===== config.mk =====
export PLATFORM = sky130hd
export DESIGN_NAME = decimal_text_to_int64_top
export DESIGN_NICKNAME = d
export VERILOG_FILES = /design/src/hw/rtl/dti_pkg.sv /design/src/hw/rtl/dti_parse.sv /design/src/hw/rtl/decimal_text_to_int64_top.sv
export SDC_FILE = /design/constraint.sdc
export NUM_CORES = 1
export LEC_CHECK = 0
export ABC_AREA = 1
export BUFFER_PORTS_ARGS = -buffer_cell sky130_fd_sc_hd__buf_2
export CAP_MARGIN = 20
export CORE_ASPECT_RATIO = 0.5
export CORE_MARGIN = 2
export CORE_UTILIZATION = 64
export DETAILED_ROUTE_END_ITERATION = 6
export HOLD_SLACK_MARGIN = 0.15
export PLACE_DENSITY = 0.81
export SLEW_MARGIN = 20
export SYNTH_ARGS = -nofsm -noshare
export SYNTH_HDL_FRONTEND = slang
export SYNTH_SLANG_ARGS = --single-unit

===== constraint.sdc =====
create_clock -name clk -period 6.44 [get_ports clk]
set_input_delay 1.61 -clock clk [delete_from_list [all_inputs] [get_ports clk]]
set_output_delay 1.61 -clock clk [all_outputs]
set_load 0.02 [all_outputs]

===== src/hw/rtl/dti_pkg.sv =====
// Shared types, character codes and limits for the decimal text to int64 parser.
package dti_pkg;

    typedef logic [1:0] status_t;

    localparam status_t ST_OK     = 2'd0;
    localparam status_t ST_SYNTAX = 2'd1;
    localparam status_t ST_RANGE  = 2'd2;

    typedef enum logic [4:0] {
        PH_LEAD   = 5'b00001,
        PH_SIGN   = 5'b00010,
        PH_DIGITS = 5'b00100,
        PH_TRAIL  = 5'b01000,
        PH_ENDED  = 5'b10000
    } phase_t;

    localparam logic [7:0] CH_NUL   = 8'h00;
    localparam logic [7:0] CH_TAB   = 8'h09;
    localparam logic [7:0] CH_CR    = 8'h0D;
    localparam logic [7:0] CH_SPACE = 8'h20;
    localparam logic [7:0] CH_PLUS  = 8'h2B;
    localparam logic [7:0] CH_MINUS = 8'h2D;
    localparam logic [7:0] CH_ZERO  = 8'h30;
    localparam logic [7:0] CH_NINE  = 8'h39;

    localparam logic [63:0] MAG_LIMIT_POS = 64'h7FFF_FFFF_FFFF_FFFF;
    localparam logic [63:0] MAG_LIMIT_NEG = 64'h8000_0000_0000_0000;
    localparam logic [63:0] MAG_TENTH     = 64'h0CCC_CCCC_CCCC_CCCC;

    typedef struct packed {
        logic [7:0] char_in;
        logic       last_char;
    } in_t;

    typedef struct packed {
        logic signed [63:0] value;
        status_t            status;
    } out_t;

    typedef struct packed {
        phase_t      phase;
        logic [63:0] magnitude;
        logic        is_negative;
        logic        first_nz;
        status_t     err;
    } parse_state_t;

    localparam parse_state_t PARSE_RESET = '{
        phase:       PH_LEAD,
        magnitude:   64'd0,
        is_negative: 1'b0,
        first_nz:    1'b0,
        err:         ST_OK
    };

endpackage


===== src/hw/rtl/dti_parse.sv =====
// Next-state logic for one text byte of the parser.
module dti_parse (
    input  dti_pkg::parse_state_t st,
    input  logic [7:0]            ch,
    output dti_pkg::parse_state_t nxt
);

    logic        is_blank;
    logic        is_digit;
    logic        dig_fnz;
    logic [63:0] dig_limit;
    logic [63:0] mag_x10;
    dti_pkg::parse_state_t dig_st;

    assign is_blank = (ch == dti_pkg::CH_SPACE) ||
                      ((ch >= dti_pkg::CH_TAB) && (ch <= dti_pkg::CH_CR));
    assign is_digit = (ch >= dti_pkg::CH_ZERO) && (ch <= dti_pkg::CH_NINE);

    assign dig_fnz   = (st.phase != dti_pkg::PH_DIGITS) ? (ch[3:0] != 4'd0) : st.first_nz;
    assign dig_limit = (st.is_negative && dig_fnz) ? dti_pkg::MAG_LIMIT_NEG
                                                   : dti_pkg::MAG_LIMIT_POS;
    assign mag_x10   = {st.magnitude[60:0], 3'b000} + {st.magnitude[62:0], 1'b0}
                     + {60'd0, ch[3:0]};

    // accumulate one digit
    always_comb
    begin
        dig_st          = st;
        dig_st.first_nz = dig_fnz;
        dig_st.phase    = dti_pkg::PH_DIGITS;
        if (st.magnitude == dti_pkg::MAG_LIMIT_NEG)
        begin
            dig_st.err   = dti_pkg::ST_SYNTAX;
            dig_st.phase = dti_pkg::PH_ENDED;
        end
        else if (st.magnitude > dti_pkg::MAG_TENTH || mag_x10 > dig_limit)
        begin
            dig_st.err   = dti_pkg::ST_RANGE;
            dig_st.phase = dti_pkg::PH_ENDED;
        end
        else
        begin
            dig_st.magnitude = mag_x10;
        end
    end

    always_comb
    begin
        nxt = st;
        if (st.err == dti_pkg::ST_OK)
        begin
            if (ch == dti_pkg::CH_NUL)
            begin
                if (st.phase == dti_pkg::PH_LEAD || st.phase == dti_pkg::PH_SIGN)
                begin
                    nxt.err   = dti_pkg::ST_SYNTAX;
                    nxt.phase = dti_pkg::PH_ENDED;
                end
                else if (st.phase == dti_pkg::PH_DIGITS || st.phase == dti_pkg::PH_TRAIL)
                begin
                    nxt.phase = dti_pkg::PH_ENDED;
                end
            end
            else
            begin
                unique case (st.phase)
                    dti_pkg::PH_LEAD:
                    begin
                        if (is_blank)
                        begin
                            nxt = st;
                        end
                        else if (ch == dti_pkg::CH_MINUS)
                        begin
                            nxt.is_negative = 1'b1;
                            nxt.phase       = dti_pkg::PH_SIGN;
                        end
                        else if (ch == dti_pkg::CH_PLUS)
                        begin
                            nxt.phase = dti_pkg::PH_SIGN;
                        end
                        else if (is_digit)
                        begin
                            nxt = dig_st;
                        end
                        else
                        begin
                            nxt.err   = dti_pkg::ST_SYNTAX;
                            nxt.phase = dti_pkg::PH_ENDED;
                        end
                    end
                    dti_pkg::PH_SIGN:
                    begin
                        if (is_digit)
                        begin
                            nxt = dig_st;
                        end
                        else
                        begin
                            nxt.err   = dti_pkg::ST_SYNTAX;
                            nxt.phase = dti_pkg::PH_ENDED;
                        end
                    end
                    dti_pkg::PH_DIGITS:
                    begin
                        if (is_digit)
                        begin
                            nxt = dig_st;
                        end
                        else if (is_blank)
                        begin
                            nxt.phase = dti_pkg::PH_TRAIL;
                        end
                        else
                        begin
                            nxt.err   = dti_pkg::ST_SYNTAX;
                            nxt.phase = dti_pkg::PH_ENDED;
                        end
                    end
                    dti_pkg::PH_TRAIL:
                    begin
                        if (!is_blank)
                        begin
                            nxt.err   = dti_pkg::ST_SYNTAX;
                            nxt.phase = dti_pkg::PH_ENDED;
                        end
                    end
                    default:
                    begin
                        nxt = st;
                    end
                endcase
            end
        end
    end

endmodule


===== src/hw/rtl/decimal_text_to_int64_top.sv =====
// Top level of the streaming decimal text to signed 64-bit integer parser.
// The final byte is parsed from the input register; its result is registered for output.
// Throughput: one byte per cycle when not stalled; the parse state updates once per byte.
// A result waiting in the output register stalls the input only when the next final byte
// arrives; other bytes keep flowing.
// Reset: asynchronous, active low; clears the parse state and both valid flags.
module decimal_text_to_int64_top (
    input  logic          clk,
    input  logic          rst_n,
    input  logic          char_valid,
    output logic          char_stall,
    input  dti_pkg::in_t  char_data,
    output logic          result_valid,
    input  logic          result_stall,
    output dti_pkg::out_t result_data
);

    typedef struct packed {
        dti_pkg::status_t status;
        logic             is_negative;
        logic [63:0]      magnitude;
    } res_t;

    dti_pkg::in_t          in_reg;
    logic                  in_valid_reg;
    dti_pkg::parse_state_t state_reg;
    dti_pkg::parse_state_t state_next;
    res_t                  res_reg;
    res_t                  res_next;
    logic                  res_valid_reg;
    logic                  out_free;
    logic                  adv;
    logic                  adv_last;
    logic                  load_in;

    dti_parse u_parse (
        .st  (state_reg),
        .ch  (in_reg.char_in),
        .nxt (state_next)
    );

    assign out_free   = !res_valid_reg || !result_stall;
    assign adv        = in_valid_reg && (!in_reg.last_char || out_free);
    assign adv_last   = adv && in_reg.last_char;
    assign char_stall = in_valid_reg && !adv;
    assign load_in    = char_valid && !char_stall;

    always_comb
    begin
        res_next.status      = state_next.err;
        res_next.is_negative = state_next.is_negative;
        res_next.magnitude   = state_next.magnitude;
        if (state_next.err == dti_pkg::ST_OK &&
            (state_next.phase == dti_pkg::PH_LEAD || state_next.phase == dti_pkg::PH_SIGN))
        begin
            res_next.status = dti_pkg::ST_SYNTAX;
        end
        if (res_next.status != dti_pkg::ST_OK)
        begin
            res_next.magnitude = 64'd0;
        end
    end

    always_ff @(posedge clk or negedge rst_n)
    begin
        if (!rst_n)
        begin
            in_valid_reg  <= 1'b0;
            state_reg     <= dti_pkg::PARSE_RESET;
            res_valid_reg <= 1'b0;
        end
        else
        begin
            if (load_in)
            begin
                in_valid_reg <= 1'b1;
            end
            else if (adv)
            begin
                in_valid_reg <= 1'b0;
            end
            if (adv)
            begin
                state_reg <= in_reg.last_char ? dti_pkg::PARSE_RESET : state_next;
            end
            if (adv_last)
            begin
                res_valid_reg <= 1'b1;
            end
            else if (!result_stall)
            begin
                res_valid_reg <= 1'b0;
            end
        end
    end

    always_ff @(posedge clk)
    begin
        if (load_in)
        begin
            in_reg <= char_data;
        end
        if (adv_last)
        begin
            res_reg <= res_next;
        end
    end

    assign result_valid       = res_valid_reg;
    assign result_data.status = res_reg.status;
    assign result_data.value  = res_reg.is_negative ? $signed(64'd0 - res_reg.magnitude)
                                                    : $signed(res_reg.magnitude);

`ifndef SYNTHESIS
    a_last_gives_result: assert property (@(posedge clk) disable iff (!rst_n)
        adv_last |=> result_valid)
        else $error("final byte did not produce a result");

    a_status_code: assert property (@(posedge clk) disable iff (!rst_n)
        result_valid |-> (result_data.status == dti_pkg::ST_OK ||
                          result_data.status == dti_pkg::ST_SYNTAX ||
                          result_data.status == dti_pkg::ST_RANGE))
        else $error("result status outside its codes");

    a_error_zero: assert property (@(posedge clk) disable iff (!rst_n)
        (result_valid && result_data.status != dti_pkg::ST_OK) |-> result_data.value == 64'sd0)
        else $error("failed parse gave a nonzero value");

    a_state_cleared: assert property (@(posedge clk) disable iff (!rst_n)
        adv_last |=> (state_reg.phase == dti_pkg::PH_LEAD && state_reg.err == dti_pkg::ST_OK &&
                      state_reg.magnitude == 64'd0))
        else $error("parse state not cleared after a string");

    a_error_ends: assert property (@(posedge clk) disable iff (!rst_n)
        state_reg.err != dti_pkg::ST_OK |-> state_reg.phase == dti_pkg::PH_ENDED)
        else $error("error recorded without ending the string");
`endif

endmodule


### Yosys cells after proc, flatten, opt, wreduce, memory -nomap -nowiden

Index checks and enable logic that the tools add are counted.

| storage, ports and cells | value |
|---|---|
| register bits | 151 |
| input port bits | 13 |
| output and inout port bits | 68 |

| operators by class | value |
|---|---|
| muxes and demuxes | 40 |
| $add $sub $neg | 3 |
| equal/unequal tests | 16 |
| order comparisons | 6 |
| reduce and logical (&&, ||, !) cells | 30 |

Operators by type and width:

| kind | number |
|---|---|
| $mux 64 | 5 |
| $mux 73 | 3 |
| $mux 66 | 2 |
| $pmux 66 s2 | 1 |
| $mux 68 | 1 |
| $add 64x4->64 | 1 |
| $add 64x64->64 | 1 |
| $eq 64x64->1 const B | 1 |
| $gt 64x60->1 const B | 1 |
| $gt 64x64->1 | 1 |
| $sub 1x64->64 const A | 1 |
| $mux 5 | 11 |
| $eq 8x6->1 const B | 3 |
| $pmux 5 s4 | 1 |
| $mux 2 | 8 |
| $eq 5x1->1 const B | 2 |
| $eq 5x2->1 const B | 2 |
| $ne 3x3->1 const B | 3 |
| $ge 8x4->1 const B | 1 |
| $ge 8x6->1 const B | 1 |
| $le 8x4->1 const B | 1 |
| $le 8x6->1 const B | 1 |
| $logic_and 1x1->1 | 8 |
| $logic_not 8->1 | 1 |
| 16 further kinds | 34 |

### Logic depth before layout (Yosys ltp)

| logic depth | value |
|---|---|
| depth in word-level cells | 20 |
| gate-level depth with buffers | 37 |

### Cells and area by module

From an unflattened synthesis, not the netlist that was laid out.

| second synthesis, totals | value |
|---|---|
| cell total of the unflattened synthesis | 3073 |
| area total of the unflattened synthesis | 18780.5 um2 |

Modules (own cells, without submodules):

| module | instances | area an instance (um2) | cells an instance | sequential area each (um2) |
|---|---|---|---|---|
| dti_parse | 1 | 10844.2 | 2103 | 0.0 |
| decimal_text_to_int64_top | 1 | 7936.4 | 970 | 4160.2 |

### Worst setup path before layout

No wires, ideal clock.

| path | value |
|---|---|
| kind | register to register |
| start point | register state_reg[4] in the netlist's numbering |
| end point | register res_reg[11] in the netlist's numbering (data pin) |
| period minus slack after synthesis | 4597 ps |
| stages on the path, launching flop included | 31 |
| path slack | 1843 ps |
| arrival | 4345 ps |
| data required time | 6189 ps |
| path buffers | 2 |
| cell sequence | dfrtp_1 > inv_1 > fa_1 > inv_1 > fa_1 > nand2_1 > nand2_1 > nand2_1 > o21ai_0 > nand2_1 > nand2_1 > nand2_1 > nand3_1 > nand3_1 > nand2_1 > xor2_1 > ha_1 > nand2_1 > nor2_1 > nand2_1 > nor3b_1 > and3b_1 > nand3_1 > nand2_1 > nand3_2 > buf_2 > buf_2 > o211ai_1 > nand2_1 > inv_1 > nor2_1 |

| between the ends | value |
|---|---|
| cells in the longest elaborated chain, start to end | 18 |

RTL lines:

| item | line | source |
|---|---|---|
| start, declared | decimal_text_to_int64_top.sv:26 | `dti_pkg::parse_state_t state_reg;` |
| start signal, assigned | decimal_text_to_int64_top.sv:69 | `state_reg <= dti_pkg::PARSE_RESET;` |
| start signal, assigned | decimal_text_to_int64_top.sv:84 | `state_reg <= in_reg.last_char ? dti_pkg::PARSE_RESET : state_next;` |
| $add 64x64->64 | dti_parse.sv:22 | `assign mag_x10 = {st.magnitude[60:0], 3'b000} + {st.magnitude[62:0], 1'b0}` |
| $add 64x4->64 | dti_parse.sv:23 | `+ {60'd0, ch[3:0]};` |
| $gt 64x64->1 | dti_parse.sv:36 | `else if (st.magnitude > dti_pkg::MAG_TENTH \|\| mag_x10 > dig_limit)` |
| $logic_or 1x1->1 | dti_parse.sv:36 |  |
| $mux 5 | dti_parse.sv:36 |  |
| $mux 5 | dti_parse.sv:31 | `if (st.magnitude == dti_pkg::MAG_LIMIT_NEG)` |
| $mux 5 | dti_parse.sv:82, dti_parse.sv:94 |  |
| $mux 5 | dti_parse.sv:78 | `else if (ch == dti_pkg::CH_PLUS)` |
| (+2 left out) | n/a |  |
| $pmux 5 s4 | dti_parse.sv:66 | `unique case (st.phase)` |
| $mux 5 | dti_parse.sv:52 | `if (ch == dti_pkg::CH_NUL)` |
| $mux 73 (*) | dti_parse.sv:50 | `if (st.err == dti_pkg::ST_OK)` |
| $eq 5x1->1 / $eq 5x2->1 (equally long branches) | decimal_text_to_int64_top.sv:54 | `(state_next.phase == dti_pkg::PH_LEAD \|\| state_next.phase == dti_pkg::PH_SIGN))` |
| $logic_or 1x1->1 | decimal_text_to_int64_top.sv:54 |  |
| $logic_and 1x1->1 | decimal_text_to_int64_top.sv:53 | `if (state_next.err == dti_pkg::ST_OK &&` |
| $mux 2 | decimal_text_to_int64_top.sv:53 |  |
| $reduce_bool 2->1 | decimal_text_to_int64_top.sv:58 | `if (res_next.status != dti_pkg::ST_OK)` |
| end signal, assigned | decimal_text_to_int64_top.sv:105 | `res_reg <= res_next;` |
| end, declared | decimal_text_to_int64_top.sv:28 | `res_t res_reg;` |

Mark *: on every way between the ends. The rest lies on a longest branch, timed or not. The select of a mux whose other input is x is not followed.
A chain may end at the register's enable or synchronous reset.

### Final worst setup path

| path | value |
|---|---|
| start point | register state_reg[4] in the netlist's numbering |
| end point | register res_reg[46] in the netlist's numbering (data pin) |

Same word-level chain as after synthesis.

==> impl_metrics.json <==
{
  "ys_async_sr_fraction_pct": 49.7,
  "ir_drop_mv": 0.186,
  "cp_common_cell": "nand2_1",
  "p_int_w": 0.00213,
  "critPathArrivalTime_ns": 6.26,
  "status": "finished, violations left",
  "drv_cap": 0,
  "post_cts_buffers": 0,
  "setup_viol": 0,
  "cts-root-buf": "clkbuf_16",
  "antenna_found_initial": 0,
  "vias_per_cell": 6.08,
  "avgSynthCellArea_um2": 6.39,
  "drive_gt1_share_pct": 6.68,
  "clock_path_buffers": 2,
  "grt_pass1_wl_um": 95200,
  "synth_top_area_share_pct": 16.5,
  "fin_setup_tns_ns": 0,
  "start_kind": "register",
  "ys_seq_elements": 151,
  "clock_skew_ns": 0.00914,
  "clockPowerShare_pct": 25.4,
  "die_area_um2": 28300,
  "coreArea_um2": 26400,
  "area_growth_pct": 7.75,
  "insertion_delay_ns": 0.43,
  "grt_pass1_vias": 17100,
  "dr.pass1.iters": 7,
  "power_switching_w": 0.00179,
  "instances_no_fill": 3121,
  "seq_area_frac_synth_pct": 24.1,
  "cp-end-kind": "register",
  "nets": 2958,
  "seq_power_share_pct": 30.6,
  "swShare_pct": 45.7,
  "place_ws_ns": 0.493,
  "syn_inst": 2697,
  "htree_levels": 4,
  "dp_cells": 3089,
  "synthFlopType": "edfxtp_1",
  "fmax_mhz": 164,
  "num_rows": 42,
  "grt_use_met3_pct": 15.2,
  "routed-via-count": 19000,
  "port_buffers": 80,
  "rsz0062_at_grt": "false",
  "met1_usage_pct": 65.5,
  "wirelength_um": 62400,
  "synth.yosys.warnings": 0,
  "critical_path_class": "register to register",
  "ant_nets": 0,
  "start_util_pct": 65.2,
  "place.gp.congestion": 1.06,
  "mostFrequentLayoutCells": "nand2_1 (759), inv_1 (366), nor2_1 (319), ha_1 (187), nand3_1 (181)",
  "violations": "design-rule violations",
  "wl_per_cell_um": 20.0,
  "max_slew_margin_pct": 37.7,
  "p_leak_nw": 9.82,
  "fill_cells": 2310,
  "synth_cell_types": 52,
  "critPathMaxFanout": 23,
  "grt_max_degree": 76,
  "die_w_um": 236,
  "max_stage_delay_ns": 0.58,
  "clk_pin_slew_worst_paths_ns": 0.07,
  "busiest_layer": "met1",
  "netlist_top_cells_area": "nand2_1 (17%), ha_1 (14%), edfxtp_1 (13%)",
  "worstHoldPathType": "register to register",
  "finalHoldViolations": 0,
  "drtIter0Drc": 3018,
  "worstMarginPinSlew_ns": 0.935,
  "worst_slack_ns": 0.357,
  "die_h_um": 120,
  "syn_area_um2": 17200,
  "period_share_pct": 94.5,
  "finalCriticalPeriod_ns": 6.08,
  "numCtsBuffers": 17,
  "io_pins": 81,
  "synth_edf_count": 76,
  "drv_slew": 0,
  "combinationalPowerShare_pct": 44.0,
  "drc": 10,
  "finish.utilization_pct": 70.3,
  "critPathSlowestCell": "fa_1",
  "final_common_cell": "nand2_1",
  "grt-ovfl-total": 0,
  "synth_area_leader_cell": "nand2_1",
  "post-dp-hpwl_um": 49600,
  "diodes": 0,
  "worstPathRequired_ns": 6.61,
  "largest_reg_flops": 73,
  "cts_tree": "yes",
  "p_per_area_nw_per_um2": 211,
  "cts_sinks": 151,
  "postSynthNetCount": 2899,
  "grtUsageMet2_pct": 61.1,
  "grt_use_total_pct": 44.0
}
[worst max-delay path, delay by kind of cell, from the launching register on]
kind / cells / cell delay [ns]
AND/OR/NAND/NOR: 20 / 2.66
adder cells (fa/ha/maj): 3 / 1.34
buffers and inverters: 5 / 0.84
flip-flops: 1 / 0.44
AO/OA/AOI/OAI: 2 / 0.34
XOR/XNOR: 1 / 0.21
[layer usage]
metal | up-vias | wire length [um]
met5 | - | 77
met4 | 2 | 938
met3 | 110 | 11100
met2 | 1304 | 24100
met1 | 8660 | 26200
li1 | 8911 | -
[timing repair]
item,in CTS,in global routing
hold buffers,0,0
gates resized for setup,0,7
endpoints found under the setup margin,0,41
[cells in the mapped netlist, types with 3 or more instances]
library cell	count
a21boi_0	3
a21o_1	4
a21oi_1	174
a31oi_1	7
and2_1	3
buf_1	6
buf_2	10
buf_4	3
buf_6	4
clkbuf_1	38
dfrtp_1	74
edfxtp_1	76
ha_1	187
inv_1	368
inv_2	5
nand2_1	760
nand2_2	3
nand3_1	181
nand3b_1	15
nand4_1	42
nor2_1	321
nor2_2	21
nor3_1	26
nor4_1	18
o211ai_1	10
o21a_1	3
o21ai_0	176
o21bai_1	14
o22ai_1	3
o31ai_1	4
or2_2	8
xnor2_1	30
xor2_1	72
[logic make-up (layout without fill, tap and decap cells)]
family                   count (synthesis)  in the layout  synth area share [%]
AO/OA/AOI/OAI                          407            407                  12.6
AND/OR/NAND/NOR                       1411           1411                  34.4
buffers and inverters                  437            509                  9.96
flip-flops                             151            151                  24.1
adder cells (fa/ha/maj)                189            189                  13.8
XOR/XNOR                               102            102                  5.18
[metrics by stage]
stage	area [um^2]	power (W)	hold WS, ns
floorplan	17200	0.00239	0.487
global placement	18000	0.00282	0.508
detailed placement	18000	0.00284	0.528
CTS	18600	0.00383	0.544
global route	18600	0.00409	0.584
finish	18600	0.00392	0.549
[cell type report]
cell class / instances / area (um^2) / share of cell area [%]
Sequential cell: 151 / 4160 / 22.4
Inverter: 374 / 1410 / 7.57
Clock buffer: 22 / 485 / 2.61
Clock inverter: 10 / 92.6 / 0.498
Tap cell: 352 / 440 / 2.37
Timing Repair Buffer: 103 / 603 / 3.25
Multi-Input combinational cell: 2109 / 11400 / 61.3
[path summary, 6_finish.rpt]
path	from	end	slack (ns)	depth (start not counted)
max	state_reg[4]$_DFFE_PN0P_	res_reg[46]$_SDFFCE_PP0P_	0.36	31
min	state_reg[66]$_DFFE_PN0P_	state_reg[66]$_DFFE_PN0P_	0.55	2
max reg2reg	state_reg[4]$_DFFE_PN0P_	res_reg[46]$_SDFFCE_PP0P_	0.36	31
min reg2reg	state_reg[66]$_DFFE_PN0P_	state_reg[66]$_DFFE_PN0P_	0.55	2
max in group asynchronous	rst_n	state_reg[35]$_DFFE_PN0P_	4.63	1
min in group asynchronous	rst_n	state_reg[59]$_DFFE_PN0P_	1.19	1
[power groups by stage]
| stage | Clock [W] | Sequential (W) | Combinational (W) |
|---|---|---|---|
| final | 0.000994 | 0.00120 | 0.00173 |
| after detailed placement | 0 | 0.00121 | 0.00164 |
| after global routing | 0.00103 | 0.00120 | 0.00186 |
| after global placement | 0 | 0.00120 | 0.00162 |
| after CTS | 0.000988 | 0.00119 | 0.00165 |
| after floorplan | 0 | 0.00116 | 0.00123 |
(Power assumes the default switching activity.)
